==> src/sv/cfglc_pkg.sv <==
// ----------------------------------------------------------------------------
// cfglc_pkg
// Shared types and constants of the config line classifier: record kinds,
// first-character classes, character codes and the record bundle.
// ----------------------------------------------------------------------------
package cfglc_pkg;

  // Text length above which offsets are flagged unreliable.
  localparam int unsigned MaxTextBytes = 65536;
  localparam int unsigned PosLimit     = (MaxTextBytes < 65536) ? MaxTextBytes : 65536;

  // Byte position counter saturates at this value.
  localparam int unsigned PosWidth = 31;
  localparam logic [PosWidth-1:0] PosCap = {PosWidth{1'b1}};

  // Most records one input item can cause.
  localparam int unsigned MaxResults = 3;

  // Character codes.
  localparam logic [7:0] ChHash    = 8'h23;
  localparam logic [7:0] ChCaret   = 8'h5E;
  localparam logic [7:0] ChEqual   = 8'h3D;
  localparam logic [7:0] ChLBrack  = 8'h5B;
  localparam logic [7:0] ChRBrack  = 8'h5D;
  localparam logic [7:0] ChLBrace  = 8'h7B;
  localparam logic [7:0] ChRBrace  = 8'h7D;
  localparam logic [7:0] ChCr      = 8'h0D;
  localparam logic [7:0] ChLf      = 8'h0A;
  localparam logic [7:0] ChSpace   = 8'h20;
  localparam logic [7:0] ChTab     = 8'h09;

  // Scope depth limits.
  localparam logic signed [7:0] DepthMax = 8'sd127;
  localparam logic signed [7:0] DepthMin = -8'sd128;

  typedef enum logic [3:0] {
    KIND_COMMENT   = 4'd0,
    KIND_SECTION   = 4'd1,
    KIND_OPEN      = 4'd2,
    KIND_CLOSE     = 4'd3,
    KIND_KEY_VALUE = 4'd4,
    KIND_MULTILINE = 4'd5,
    KIND_PLAIN     = 4'd6,
    KIND_VALUE_END = 4'd7,
    KIND_END       = 4'd8
  } kind_t;

  typedef enum logic [2:0] {
    FCC_OTHER   = 3'd0,
    FCC_HASH    = 3'd1,
    FCC_BRACKET = 3'd2,
    FCC_OPEN    = 3'd3,
    FCC_CLOSE   = 3'd4
  } fcc_t;

  // One result record.
  typedef struct packed {
    kind_t             kind;
    logic [15:0]       line_start;
    logic [15:0]       line_end;
    logic [15:0]       key_start;
    logic [15:0]       key_end;
    logic [15:0]       value_start;
    logic [15:0]       value_end;
    logic signed [7:0] nesting_depth;
    logic              position_overflow;
    logic              last;
  } rec_t;

  // All records caused by one input item, in delivery order from index 0.
  typedef struct packed {
    logic [1:0]                count;
    rec_t [MaxResults-1:0]     recs;
  } bundle_t;

  // Whitespace: space, tab, LF, VT, FF or CR.
  function automatic logic is_blank(input logic [7:0] b);
    return (b == ChSpace) || ((b >= ChTab) && (b <= ChCr));
  endfunction

endpackage

==> src/sv/cfglc_scan.sv <==
// ----------------------------------------------------------------------------
// cfglc_scan
// Line scanner state and record builder. Updates the scanner state for each
// accepted item and presents, in the same cycle, the records that it causes.
// ----------------------------------------------------------------------------
module cfglc_scan (
  input  logic              clk,
  input  logic              rst,
  input  logic              accept,
  input  logic [7:0]        text_byte,
  input  logic              end_mark,
  output cfglc_pkg::bundle_t results
);
  import cfglc_pkg::*;

  // Scanner state.
  logic [PosWidth-1:0] pos;
  logic                in_line;
  logic [15:0]         origin;
  fcc_t                fcc;
  logic                eq_seen;
  logic [15:0]         eq_pos;
  logic                caret_seen;
  logic [15:0]         caret_pos;
  logic                caret_adj;
  logic                multi_key;
  logic                close_seen;
  logic [15:0]         close_pos;
  logic                rest_blank;
  logic [7:0]          prev1;
  logic [7:0]          prev2;
  logic [1:0]          pend;
  logic [1:0]          age;
  logic signed [7:0]   depth;
  logic                ovf;

  logic [PosWidth-1:0] pos_next;
  logic                in_line_next;
  logic [15:0]         origin_next;
  fcc_t                fcc_next;
  logic                eq_seen_next;
  logic [15:0]         eq_pos_next;
  logic                caret_seen_next;
  logic [15:0]         caret_pos_next;
  logic                caret_adj_next;
  logic                multi_key_next;
  logic                close_seen_next;
  logic [15:0]         close_pos_next;
  logic                rest_blank_next;
  logic [7:0]          prev1_next;
  logic [7:0]          prev2_next;
  logic [1:0]          pend_next;
  logic [1:0]          age_next;
  logic signed [7:0]   depth_next;
  logic                ovf_next;

  logic        ovf_eff;
  logic [15:0] p16;
  logic        term;
  logic        blank;
  logic        not_capped;
  fcc_t        byte_class;

  rec_t              line_rec;
  rec_t              ve_rec;
  rec_t              end_rec;
  logic signed [7:0] depth_cls;
  logic              arm_cls;
  logic [1:0]        pend_aged;
  logic [1:0]        age_aged;
  logic              match;

  assign ovf_eff    = ovf | (pos >= PosWidth'(PosLimit));
  assign p16        = pos[15:0];
  assign term       = (text_byte == ChCr) || (text_byte == ChLf);
  assign blank      = is_blank(text_byte);
  assign not_capped = (pos != PosCap);

  // Class of a line's first character.
  always_comb begin
    priority if (text_byte == ChHash)   byte_class = FCC_HASH;
    else if     (text_byte == ChLBrack) byte_class = FCC_BRACKET;
    else if     (text_byte == ChLBrace) byte_class = FCC_OPEN;
    else if     (text_byte == ChRBrace) byte_class = FCC_CLOSE;
    else                                byte_class = FCC_OTHER;
  end

  // Line classification; the line ends at the current offset.
  always_comb begin
    line_rec                   = '0;
    line_rec.line_start        = origin;
    line_rec.line_end          = p16;
    line_rec.position_overflow = ovf_eff;
    depth_cls                  = depth;
    arm_cls                    = 1'b0;
    priority if (fcc == FCC_HASH) begin
      line_rec.kind      = KIND_COMMENT;
      line_rec.key_start = origin + 16'd1;
      line_rec.key_end   = p16;
    end else if (fcc == FCC_BRACKET && close_seen) begin
      line_rec.kind      = KIND_SECTION;
      line_rec.key_start = origin + 16'd1;
      line_rec.key_end   = close_pos;
    end else if (fcc == FCC_OPEN && rest_blank) begin
      line_rec.kind      = KIND_OPEN;
      line_rec.key_start = origin;
      line_rec.key_end   = origin + 16'd1;
      if (depth != DepthMax) depth_cls = depth + 8'sd1;
    end else if (fcc == FCC_CLOSE && rest_blank) begin
      line_rec.kind      = KIND_CLOSE;
      line_rec.key_start = origin;
      line_rec.key_end   = origin + 16'd1;
      if (depth != DepthMin) depth_cls = depth - 8'sd1;
    end else if (eq_seen && multi_key) begin
      line_rec.kind        = KIND_MULTILINE;
      line_rec.key_start   = origin;
      line_rec.key_end     = caret_pos;
      line_rec.value_start = eq_pos + 16'd1;
      arm_cls              = 1'b1;
    end else if (eq_seen) begin
      line_rec.kind        = KIND_KEY_VALUE;
      line_rec.key_start   = origin;
      line_rec.key_end     = eq_pos;
      line_rec.value_start = eq_pos + 16'd1;
      line_rec.value_end   = p16;
    end else begin
      line_rec.kind      = KIND_PLAIN;
      line_rec.key_start = origin;
      line_rec.key_end   = p16;
    end
    line_rec.nesting_depth = depth_cls;
  end

  // Multiline arming ages over three bytes, then the LF '^' terminator
  // sequence may close it.
  always_comb begin
    pend_aged = pend;
    age_aged  = age;
    if (pend[1]) begin
      age_aged = age + 2'd1;
      if (age == 2'd2) pend_aged = 2'b01;
    end
  end

  assign match = term && (prev2 == ChLf) && (prev1 == ChCaret) && pend_aged[0];

  // Value end and end-of-text records.
  always_comb begin
    ve_rec                   = '0;
    ve_rec.kind              = KIND_VALUE_END;
    ve_rec.position_overflow = ovf_eff;
    end_rec                  = '0;
    end_rec.kind             = KIND_END;
    end_rec.line_end         = p16;
    end_rec.position_overflow = ovf_eff;
    end_rec.last             = 1'b1;
    if (end_mark) begin
      ve_rec.value_end     = p16;
      ve_rec.nesting_depth = in_line ? depth_cls : depth;
      end_rec.nesting_depth = in_line ? depth_cls : depth;
    end else begin
      ve_rec.value_end     = p16 - 16'd2;
      ve_rec.nesting_depth = depth;
    end
  end

  // Record bundle in delivery order.
  always_comb begin
    logic [1:0] n;
    rec_t       ln;
    n       = 2'd0;
    ln      = line_rec;
    results = '0;
    if (end_mark) begin
      if (in_line) begin
        results.recs[n] = ln;
        n = n + 2'd1;
      end
      if ((pend != 2'b00) || (in_line && arm_cls)) begin
        results.recs[n] = ve_rec;
        n = n + 2'd1;
      end
      results.recs[n] = end_rec;
      n = n + 2'd1;
    end else begin
      if (match) begin
        results.recs[n] = ve_rec;
        n = n + 2'd1;
      end
      if (in_line && term) begin
        ln.last = 1'b1;
        results.recs[n] = ln;
        n = n + 2'd1;
      end else if (match) begin
        results.recs[0].last = 1'b1;
      end
    end
    results.count = n;
  end

  // Next state.
  always_comb begin
    pos_next        = pos;
    in_line_next    = in_line;
    origin_next     = origin;
    fcc_next        = fcc;
    eq_seen_next    = eq_seen;
    eq_pos_next     = eq_pos;
    caret_seen_next = caret_seen;
    caret_pos_next  = caret_pos;
    caret_adj_next  = 1'b0;
    multi_key_next  = multi_key;
    close_seen_next = close_seen;
    close_pos_next  = close_pos;
    rest_blank_next = rest_blank;
    prev1_next      = text_byte;
    prev2_next      = prev1;
    pend_next       = match ? (pend_aged & 2'b10) : pend_aged;
    age_next        = age_aged;
    depth_next      = depth;
    ovf_next        = ovf_eff;
    if (end_mark) begin
      // End of text returns everything to the reset state.
      pos_next        = '0;
      in_line_next    = 1'b0;
      origin_next     = '0;
      fcc_next        = FCC_OTHER;
      eq_seen_next    = 1'b0;
      eq_pos_next     = '0;
      caret_seen_next = 1'b0;
      caret_pos_next  = '0;
      multi_key_next  = 1'b0;
      close_seen_next = 1'b0;
      close_pos_next  = '0;
      rest_blank_next = 1'b1;
      prev1_next      = '0;
      prev2_next      = '0;
      pend_next       = '0;
      age_next        = '0;
      depth_next      = '0;
      ovf_next        = 1'b0;
    end else begin
      if (!in_line) begin
        if (!blank) begin
          in_line_next    = 1'b1;
          origin_next     = p16;
          fcc_next        = byte_class;
          eq_seen_next    = (text_byte == ChEqual);
          eq_pos_next     = p16;
          caret_seen_next = (text_byte == ChCaret);
          caret_pos_next  = p16;
          caret_adj_next  = (text_byte == ChCaret) && not_capped;
          multi_key_next  = 1'b0;
          close_seen_next = (text_byte == ChRBrack);
          close_pos_next  = p16;
          rest_blank_next = 1'b1;
        end
      end else if (term) begin
        in_line_next = 1'b0;
        depth_next   = depth_cls;
        if (arm_cls) begin
          pend_next = pend_next | 2'b10;
          age_next  = 2'd0;
        end
      end else begin
        if (text_byte == ChEqual && !eq_seen) begin
          eq_seen_next   = 1'b1;
          eq_pos_next    = p16;
          multi_key_next = caret_adj;
        end
        if (text_byte == ChCaret && !caret_seen) begin
          caret_seen_next = 1'b1;
          caret_pos_next  = p16;
          caret_adj_next  = not_capped;
        end
        if (text_byte == ChRBrack && !close_seen) begin
          close_seen_next = 1'b1;
          close_pos_next  = p16;
        end
        if (!blank) rest_blank_next = 1'b0;
      end
      if (not_capped) pos_next = pos + PosWidth'(1);
    end
  end

  // State registers.
  always_ff @(posedge clk) begin
    if (rst) begin
      pos        <= '0;
      in_line    <= 1'b0;
      origin     <= '0;
      fcc        <= FCC_OTHER;
      eq_seen    <= 1'b0;
      eq_pos     <= '0;
      caret_seen <= 1'b0;
      caret_pos  <= '0;
      caret_adj  <= 1'b0;
      multi_key  <= 1'b0;
      close_seen <= 1'b0;
      close_pos  <= '0;
      rest_blank <= 1'b1;
      prev1      <= '0;
      prev2      <= '0;
      pend       <= '0;
      age        <= '0;
      depth      <= '0;
      ovf        <= 1'b0;
    end else if (accept) begin
      pos        <= pos_next;
      in_line    <= in_line_next;
      origin     <= origin_next;
      fcc        <= fcc_next;
      eq_seen    <= eq_seen_next;
      eq_pos     <= eq_pos_next;
      caret_seen <= caret_seen_next;
      caret_pos  <= caret_pos_next;
      caret_adj  <= caret_adj_next;
      multi_key  <= multi_key_next;
      close_seen <= close_seen_next;
      close_pos  <= close_pos_next;
      rest_blank <= rest_blank_next;
      prev1      <= prev1_next;
      prev2      <= prev2_next;
      pend       <= pend_next;
      age        <= age_next;
      depth      <= depth_next;
      ovf        <= ovf_next;
    end
  end

endmodule

==> src/sv/cfglc_out_queue.sv <==
// ----------------------------------------------------------------------------
// cfglc_out_queue
// Result register: holds the records of one item and hands them out one per
// transaction. Takes the next item while its final record is being taken.
// ----------------------------------------------------------------------------
module cfglc_out_queue (
  input  logic               clk,
  input  logic               rst,
  input  logic               load,
  input  cfglc_pkg::bundle_t bundle,
  input  logic               out_ready,
  output logic               out_valid,
  output cfglc_pkg::rec_t    out_rec,
  output logic               in_ready
);
  import cfglc_pkg::*;

  rec_t [MaxResults-1:0] recs;
  logic [1:0]            head;
  logic [1:0]            count;

  assign out_valid = (count != 2'd0);
  assign out_rec   = recs[head];
  assign in_ready  = (count == 2'd0) || ((count == 2'd1) && out_ready);

  // Record payload.
  always_ff @(posedge clk) begin
    if (load && bundle.count != 2'd0) recs <= bundle.recs;
  end

  // Read pointer and fill count.
  always_ff @(posedge clk) begin
    if (rst) begin
      head  <= '0;
      count <= '0;
    end else if (load && bundle.count != 2'd0) begin
      head  <= '0;
      count <= bundle.count;
    end else if (out_valid && out_ready) begin
      head  <= head + 2'd1;
      count <= count - 2'd1;
    end
  end

endmodule

==> src/sv/config_line_classifier.sv <==
// ----------------------------------------------------------------------------
// config_line_classifier
// Stream tokenizer for line-oriented configuration text: one byte per
// transaction in, one classification record per transaction out.
// ----------------------------------------------------------------------------
// The first record of a byte appears in the cycle after its acceptance.
// Throughput: one byte per cycle without back-pressure; an item causing k
// records stalls the input until its final record is being taken.
// Reset (rst, synchronous): scanner returns to the start-of-text state and
// the result register empties.
module config_line_classifier (
  input  logic         clk,
  input  logic         rst,
  input  logic         s_axis_tvalid,
  output logic         s_axis_tready,
  input  logic [7:0]   s_axis_tdata,  // [7:0] text_byte
  input  logic [0:0]   s_axis_tuser,  // [0] end_mark
  output logic         m_axis_tvalid,
  input  logic         m_axis_tready,
  // [15:0] line_start, [31:16] line_end, [47:32] key_start, [63:48] key_end,
  // [79:64] value_start, [95:80] value_end, [103:96] nesting_depth,
  // [104] position_overflow, [111:105] zero
  output logic [111:0] m_axis_tdata,
  output logic [3:0]   m_axis_tuser,  // [3:0] kind
  output logic         m_axis_tlast
);
  import cfglc_pkg::*;

  logic    accept;
  bundle_t results;
  rec_t    out_rec;

  assign accept = s_axis_tvalid && s_axis_tready;

  // Scanner state and record builder.
  cfglc_scan u_scan (
    .clk       (clk),
    .rst       (rst),
    .accept    (accept),
    .text_byte (s_axis_tdata),
    .end_mark  (s_axis_tuser[0]),
    .results   (results)
  );

  // Result register.
  cfglc_out_queue u_queue (
    .clk       (clk),
    .rst       (rst),
    .load      (accept),
    .bundle    (results),
    .out_ready (m_axis_tready),
    .out_valid (m_axis_tvalid),
    .out_rec   (out_rec),
    .in_ready  (s_axis_tready)
  );

  // Output packing.
  assign m_axis_tdata = {7'd0, out_rec.position_overflow, out_rec.nesting_depth,
                         out_rec.value_end, out_rec.value_start, out_rec.key_end,
                         out_rec.key_start, out_rec.line_end, out_rec.line_start};
  assign m_axis_tuser = out_rec.kind;
  assign m_axis_tlast = out_rec.last;

  // The input only stalls while records are waiting.
  assert property (@(posedge clk) disable iff (rst)
    !s_axis_tready |-> m_axis_tvalid)
    else $error("input stalled with an empty result register");

  // End of text always yields at least the end record.
  assert property (@(posedge clk) disable iff (rst)
    (accept && s_axis_tuser[0]) |=> m_axis_tvalid)
    else $error("end of text produced no record");

  // The end record is the final record of its item.
  assert property (@(posedge clk) disable iff (rst)
    (m_axis_tvalid && m_axis_tuser == KIND_END) |-> m_axis_tlast)
    else $error("end record not marked last");

  // A record that is not the item's final one blocks new input.
  assert property (@(posedge clk) disable iff (rst)
    (m_axis_tvalid && !m_axis_tlast) |-> !s_axis_tready)
    else $error("new item accepted while records of the previous one remain");

endmodule

==> config.mk <==
export PLATFORM = sky130hd
export DESIGN_NAME = config_line_classifier
export DESIGN_NICKNAME = d
export VERILOG_FILES = /design/src/sv/cfglc_pkg.sv /design/src/sv/cfglc_scan.sv /design/src/sv/cfglc_out_queue.sv /design/src/sv/config_line_classifier.sv
export SDC_FILE = /design/constraint.sdc
export NUM_CORES = 1
export LEC_CHECK = 0
export BUFFER_PORTS_ARGS = -buffer_cell sky130_fd_sc_hd__buf_2
export CORE_UTILIZATION = 35
export CTS_CLUSTER_SIZE = 20
export DETAILED_ROUTE_END_ITERATION = 16
export PLACE_DENSITY = 0.58
export SYNTH_ARGS = -nofsm -noshare
export SYNTH_HDL_FRONTEND = slang
export SYNTH_SLANG_ARGS = --single-unit
==> constraint.sdc <==
create_clock -name clk -period 19.6 [get_ports clk]
set_input_delay 1.96 -clock clk [delete_from_list [all_inputs] [get_ports clk]]
set_output_delay 1.96 -clock clk [all_outputs]
set_load 0.02 [all_outputs]
---- Word level (Yosys, flattened, before mapping) ----
Index checks and enable logic that the tools add are counted.
storage, ports and cells
  bits in registers ....................... 468
  latch bits .............................. 0
  bits in writable memories ............... 0
  ROM bits ................................ 0
  input port bits ......................... 13
  output and inout bits ................... 119
  logic and storage cells ................. 285
  memories ................................ 0
operators by class
  add/sub/neg operators ................... 12
  $mul .................................... 0
  divide/modulo/power cells ............... 0
  magnitude comparators ................... 10
  equal/unequal tests ..................... 29
  shift operators ......................... 0
  mux-type cells .......................... 138
  bitwise gates (word level) .............. 1
  reduce and logical (&&, ||, !) cells .... 44
operators by type and width
  operator                 count
  $bwmux W330              3
  $mux W330                3
  $mux W110                7
  $demux W110 S2           3
  $mux W329                1
  $mux W16                 19
  $mux W32                 8
  $bmux W110 S2            1
  $mux W109                1
  $mux W8                  13
  $mux W31                 2
  $eq A8 B7 Y1 const B     6
  $mux W1                  44
  $mux W2                  21
  $add A16 B1 Y16 const B  2
  $add A31 B1 Y31 const B  1
  $ge A31 B17 Y1 const B   1
  $ne A31 B31 Y1 const B   1
  $eq A8 B4 Y1 const B     3
  $eq A8 B6 Y1 const B     3
  $mux W24                 1
  $logic_and A1 B1 Y1      21
  $mux W3                  7
  $mux W4                  4
  other kinds (27)         58

---- Logic depth before layout (Yosys ltp) ----
Gate-level depths: netlist (run 1).
  depth in word-level cells ............... 16
  depth in mapped cells ................... 12
  gate-level depth less buffers ........... 11

---- Modules after synthesis ----
Synthesis (run 1) repeated with hierarchy kept, for this count alone.
unflattened totals
  cells, all modules ...................... 2318
  area total of the unflattened synthesis .. 24812.5 sq um
modules (own cells, without submodules)
  module                  instances  cells each  area an instance (sq um)  sequential area each (sq um)
  cfglc_out_queue         1          725         13216.4                   9989.6
  cfglc_scan              1          1584        11533.6                   2682.6
  config_line_classifier  1          9           62.6                      0.0

---- Worst setup path before layout (run 1) ----
OpenSTA, ideal clock, no wires.
  path type ............................... input to register
  from .................................... in s_axis_tdata[2]
  to ...................................... reg u_queue.recs[0] (netlist bit) (enable)
  setup time .............................. 1.904 ns
  arrival ................................. 7.547 ns
  data required time ...................... 17.696 ns
  setup slack ............................. 10.150 ns
  stages .................................. 10
  path buffers ............................ 1
  cell sequence ........................... buf_2 or3b_4 a211oi_2 nand3_1 inv_1 ha_1 inv_1 mux2i_1 nand2_1 nand2_1
on the way
  longest elaborated chain between the ends .. 12
  elaborated cells on any way between the ends .. 14
  classes of those cells .................. add/sub: 1; eq/ne: 2; mux: 4; reduce/logical: 7
RTL lines
  what                              RTL line                      text
  start: declaration                config_line_classifier.sv:16  input logic [7:0] s_axis_tdata,
  $eq A8 B4 Y1                      cfglc_scan.sv:75              assign term = (text_byte == ChCr) || (text_byte == ChLf);
  $logic_or A1 B1 Y1 (*)            cfglc_scan.sv:75
  $logic_and A1 B1 Y1 (3 in a row)  cfglc_scan.sv:145             assign match = term && (prev2 == ChLf) && (prev1 == ChCaret) && pend_aged[0];
  $mux W1                           cfglc_scan.sv:186             if (match) begin
  $mux W2                           cfglc_scan.sv:174             if (end_mark) begin
  $add A2 B1 Y2                     cfglc_scan.sv:193             n = n + 2'd1;
  $mux W2 (*)                       cfglc_scan.sv:190             if (in_line && term) begin
  $mux W2 (*)                       cfglc_scan.sv:174
  $reduce_bool A2 Y1 (*)            cfglc_out_queue.sv:28         if (load && bundle.count != 2'd0) recs <= bundle.recs;
  $logic_and A1 B1 Y1 (*)           cfglc_out_queue.sv:28
  end signal: assignment            cfglc_out_queue.sv:28
  end: declaration                  cfglc_out_queue.sv:18         rec_t [MaxResults-1:0] recs;
Mark *: on every way between the ends. The rest lies on a longest branch, timed or not. The select of a mux whose other input is x is not followed.
A chain may end at the register's enable or synchronous reset.

---- Worst setup path after layout (run 1) ----
  from .................................... in s_axis_tdata[6]
  to ...................................... reg u_queue.recs[55] (netlist bit) (enable)
The elaborated chain is that of the path after synthesis.

==> results.yml, run 1 <==
job:
  max_cap_violations: 0
clocking:
  post_cts_resized: 0
  cts_hold_buf: 0
  insertion_delay_ps: 570
  cts_setup_buffers: 0
  clk_pin_slew_ps: 60
  cts_made_buffers: 43
  htreeDepth: 2
  tritoncts: "done"
  cts-root-buf: "clkbuf_16"
  clk_path_buf_depth: 3
  cts.sinks: 384
logic_synthesis:
  synthCells: 2015
  synth_edf_count: 246
  synth_cell_types: 87
  avgSynthCellArea_um2: 9.85
  ys_seq_area_frac: 0.511
  async_flop_share: 0
  synthFlopType: "edfxtp_1"
  synth_area_um2: 19900
  ys_seq_elements: 384
  yosysWarnings: 0
timing:
  clock-skew-final_ps: 10.7
  timing.final.ws_setup_ps: 14180
  finalHoldViolCount: 0
  max_slew_margin: 0.164
  finalSetupTns_ps: 0
  rsz0062_at_grt: "no"
  max_freq_mhz: 185
  worstMarginPinSlew_ps: 1250
  period_share: 0.276
  fin_crit_ps: 5420
  finalSetupViolCount: 0
  slew_violations: 0
detailed_routing:
  routed_wl_mm: 57.3
  drtIter0Drc: 1358
  vias: 15572
  drc: 0
  dr.pass1.iters: 5
  final_antenna_net_count: 0
  avgViaCountPerCell: 5.49
  routedWlPerCell_um: 20.2
global_routing:
  grt_pass1_vias: 14971
  overflow: 0
  grt_usage: 0.197
  antenna_found_initial: 1
  grt_start_max_net_pins: 203
  grt_first_pass_wirelength_mm: 87.4
worst_setup_path:
  worstSetupEndpointType: "register"
  cp-start-kind: "input port"
  r2r_setup_slack_ps: 14750
  critPathKind: "in -> reg"
  cp_max_fo: 202
  arrival_ps: 5590
  critPathRequiredTime_ps: 19770
cells_and_area:
  regArea_um2: 10200
  final_common_cell: "nor2_1"
  fin_util: 0.403
  multi_input_area_um2: 8920
  syn_to_final_growth_pct: 12.7
  mostFrequentLayoutCells: "nor2_1 (296), edfxtp_1 (246), mux2i_1 (169)"
  final_area_um2: 22400
  fillers: 5520
  num_antenna_cells: 0
  drive_gt1_frac: 0.117
  nNetsFinal: 2083
die:
  die_h_um: 240
  fp-row-count: 86
  design.die.area_um2: 57700
  start_util: 0.358
  io_pins: 132
  die_x_um: 240
  core_um2: 55500
power_and_ir_drop:
  powerDensity_nw_per_um2: 94.8
  switching_share: 0.292
  p_leak_nw: 7.51
  comb_power_share: 0.178
  p_clk_frac: 0.363
  p_int_mw: 1.50
  seqPwrFrac: 0.459
  p_total_mw: 2.12
  power.switching_mw: 0.618
  vdd_drop_max_mv: 0.0607
place:
  dp_hpwl_mm: 38.5
  pre_cts_slack_ps: 13730
  portBuffers: 124
  gp_congestion: 0.856
  place_area_um2: 21100
status:
  status: "completed"
worst_hold_path:
  hold_path_class: "reg -> reg"
## worst max-delay path: stages
cell      delay, ps
buf_2           130
or3_1           510
a211oi_2        570
nand3_1         290
inv_1           120
ha_1            120
inv_1            40
mux2i_1         130
nand2_1         140
nand2_4         520
buf_12          650
## metrics by stage
step                cells  hold WS [ps]
finish               2835           456
global route         2835           477
global placement     2758           436
floorplan            2021           427
CTS                  2835           453
detailed placement   2758           445
## flip-flops by register name (all words and copies together), names as in the netlist, 2 cells and up
| name | flops |
|---|---|
| u_scan.fcc | 3 |
| u_scan.eq_pos | 16 |
| u_queue.recs | 246 |
| u_queue.count | 2 |
| u_scan.prev1 | 8 |
| u_scan.pos | 31 |
| u_queue.head | 2 |
| u_scan.origin | 16 |
| u_scan.close_pos | 16 |
| u_scan.age | 2 |
| u_scan.depth | 8 |
| u_scan.caret_pos | 16 |
| u_scan.prev2 | 8 |
| u_scan.pend | 2 |
## worst paths after layout
path	startpoint	end	depth (start not counted)
max	s_axis_tdata[6]	u_queue.recs[55]	11
max reg2reg	u_scan.fcc[2]	u_queue.recs[55]	9
min reg2reg	u_scan.prev2[4]	u_scan.prev2[4]	2
min	u_scan.prev2[4]	u_scan.prev2[4]	2
## synth_stat cells, types with 7 or more instances
cell type	number	share of area
a211oi_1	18	0.0068
a21oi_1	102	0.026
a22o_1	16	0.0071
a22oi_1	8	0.0030
a31oi_1	18	0.0057
and2_1	74	0.023
and3_1	29	0.0091
and4_1	15	0.0066
buf_1	16	0.0030
buf_2	14	0.0035
buf_4	9	0.0034
clkbuf_1	125	0.024
dfxtp_1	138	0.14
edfxtp_1	246	0.37
ha_1	15	0.0095
inv_1	42	0.0079
mux2i_1	169	0.085
nand2_1	126	0.024
nand2b_1	8	0.0025
nand3_1	62	0.016
nand4_1	28	0.0088
nor2_1	297	0.056
nor2b_1	21	0.0066
nor3_1	36	0.0091
nor4_1	23	0.0072
o211ai_1	12	0.0045
o21a_1	9	0.0034
o21ai_0	103	0.026
o22ai_1	8	0.0025
o31a_1	7	0.0031
o31ai_1	11	0.0042
o32ai_1	10	0.0044
or3_1	25	0.0079
or4_1	13	0.0049
xnor2_1	33	0.015
xor2_1	11	0.0049
## metal layers
metal,up-vias,global-route usage,part of all wire
met5,-,0,0
met1,7559,0.263,0.44
met2,494,0.317,0.47
met4,0,0.0650,0.029
li1,7417,-,-
met3,102,0.0389,0.066
## power by group through the flow
stage / combinational, mW / clock [mW] / sequential [mW]
2_1_floorplan: 0.257 / 0 / 1.00
3_3_place_gp: 0.382 / 0 / 0.987
3_5_place_dp: 0.384 / 0 / 0.990
4_1_cts: 0.385 / 0.786 / 0.973
5_1_grt: 0.410 / 0.815 / 0.979
6_report: 0.379 / 0.769 / 0.973
## cell families after synthesis
| logic type | synth area share |
|---|---|
| simple gates | 0.200 |
| other cells | 0.000189 |
| compound gates | 0.129 |
| flops | 0.511 |
| xor+xnor | 0.0194 |
| buf+inv | 0.0430 |
| mux | 0.0875 |
| fa+ha+maj | 0.00945 |
## cell type report
type                    count  share of cell area
repair buffers            156              0.0390
inverters                  44             0.00738
clock inverters            14             0.00408
well taps                 748              0.0418
multi-input cells        1426               0.399
flip-flops and latches    384               0.454
clock buffers              63              0.0549
(Power assumes the default switching activity.)
==> inputs of run 2 (changes only) <==
Clock period 19.6 ns to 5.6 ns, I/O delays scaled along.
==> results.yml, run 2 (synthesis gave the netlist of run 1 again) <==
status:
  status: "completed"
clocking:
  cts.sinks: 384
  cts_hold_buf: 0
  cts_made_buffers: 43
  post_cts_resized: 0
  insertion_delay_ps: 570
  cts-root-buf: "clkbuf_16"
  clk_pin_slew_ps: 60
  cts_setup_buffers: 0
  clk_path_buf_depth: 3
  htreeDepth: 2
  tritoncts: "done"
cells_and_area:
  fin_util: 0.406
  syn_to_final_growth_pct: 13.6
  largest-register: "u_queue.recs"
  final_area_um2: 22600
  drive_gt1_frac: 0.127
  largest_register_ffs: 246
  fillers: 5478
  nNetsFinal: 2093
  num_antenna_cells: 0
  mostFrequentLayoutCells: "nor2_1 (296), edfxtp_1 (246), mux2i_1 (169)"
  final_common_cell: "nor2_1"
  largestRegisters: "u_queue.recs (246), u_scan.pos (31)"
die:
  start_util: 0.358
  design.die.area_um2: 57700
  fp-row-count: 86
  die_h_um: 240
  io_pins: 132
  core_um2: 55500
  die_x_um: 240
worst_setup_path:
  r2r_setup_slack_ps: 1530
  crit_family: "simple AND/OR/NAND/NOR gates"
  cp-start-kind: "register"
  critPathRequiredTime_ps: 5820
  arrival_ps: 4290
  rr_worst_depth: 9
  cp_max_fo: 88
  cp_common_cell: "nand2_1"
  crit_slowest_cell: "dfxtp_1"
  r2r-end: "u_queue.recs[207]"
  worstSetupEndpointType: "register"
  r2r-start: "u_scan.fcc[2]"
  critical_path.max_stage_delay_ps: 580
  critPathKind: "reg -> reg"
  cp_cell_sequence: "and3b_1 > o21ai_1 > nand2_1 > o31ai_1 > ha_1 > mux2i_1 > nand2_1 > nand2_8 > buf_4"
  path_buf_inv: 1
timing:
  holdWs_ps: 318
  worstMarginPinSlew_ps: 1130
  finalSetupTns_ps: 0
  rsz0062_at_grt: "no"
  period_share: 0.727
  slew_violations: 0
  max_freq_mhz: 246
  finalHoldViolCount: 0
  fin_crit_ps: 4070
  max_slew_margin: 0.244
  clock-skew-final_ps: 16.3
  finalSetupViolCount: 0
worst_hold_path:
  hold_path_class: "in -> reg"
  whs_path_depth: 3
  worstHoldStart: "s_axis_tdata[4]"
  min_to: "u_scan.prev1[4]"
global_routing:
  antenna_found_initial: 0
  grt_pass1_vias: 15025
  overflow: 0
  grt_start_max_net_pins: 89
  grt_usage: 0.198
  grt_first_pass_wirelength_mm: 88.1
power_and_ir_drop:
  p_total_mw: 7.56
  p_leak_nw: 7.62
  vdd_drop_max_mv: 0.192
  powerDensity_nw_per_um2: 335
place:
  gp_congestion: 0.891
  portBuffers: 124
  dp_hpwl_mm: 39.5
  place_area_um2: 21100
job:
  max_cap_violations: 0
detailed_routing:
  dr.pass1.iters: 7
  routed_wl_mm: 57.6
  final_antenna_net_count: 0
  routedWlPerCell_um: 20.2
  avgViaCountPerCell: 5.53
  drtIter0Drc: 1387
  vias: 15737
  drc: 0
==> run 2: cell types whose count changed in the layout (fill, tap and decap cells not counted), moves of 2 or more <==
cell | previous run | this run
bufinv_16 | 1 | 3
clkinv_1 | 8 | 3
clkinvlp_4 | 0 | 2
clkbuf_16 | 46 | 44
buf_4 | 31 | 40
clkbuf_1 | 15 | 7
clkbuf_8 | 1 | 7
clkinv_2 | 6 | 11
==> run 2: power breakdown <==
part           switching (mW)  internal (mW)
logic                   0.952          0.383
registers              0.0925           3.31
clock network            1.15           1.67
==> run 2: worst max-delay path by stage <==
stage,slack (ps),startpoint,endpoint,cells after the start
6_report,1530,u_scan.fcc[2],u_queue.recs[207],9
5_1_grt,1260,u_scan.fcc[2],u_queue.recs[212],9
4_1_cts,1560,u_scan.fcc[2],u_queue.recs[3],9
3_5_place_dp,1580,u_scan.fcc[2],u_queue.recs[101],9
3_3_place_gp,1680,u_scan.fcc[2],u_queue.recs[211],9
2_1_floorplan,1120,u_scan.fcc[2],u_queue.recs[0],11
==> run 2: worst reg2reg max path, stage by stage, from the launching register on <==
cell	delay [ps]
dfxtp_1	580
and3b_1	280
o21ai_1	580
nand2_1	260
o31ai_1	290
ha_1	330
mux2i_1	150
nand2_1	190
nand2_8	490
buf_4	570
==> run 2: layout make-up <==
type,count,area [µm²],area share
clock buffers,58,1220,0.0543
flip-flops and latches,384,10200,0.450
clock inverters,20,188,0.00832
repair buffers,166,961,0.0426
inverters,44,165,0.00732
multi-input cells,1426,8920,0.396
well taps,748,936,0.0415
==> run 2: stage by stage <==
| step | setup WS, ps | cells |
|---|---|---|
| after floorplan | 1120 | 2021 |
| after global placement | 1680 | 2768 |
| after detailed placement | 1580 | 2768 |
| after CTS | 1560 | 2846 |
| after global routing | 1260 | 2846 |
| final | 1530 | 2846 |
==> run 2: routing by layer <==
metal  GRT usage  part of all wire  wire (µm)
met1       0.270              0.44      25400
met2       0.319              0.47      27000
met3      0.0323             0.062       3580
met4      0.0633             0.028       1580
met5           0                 0          0
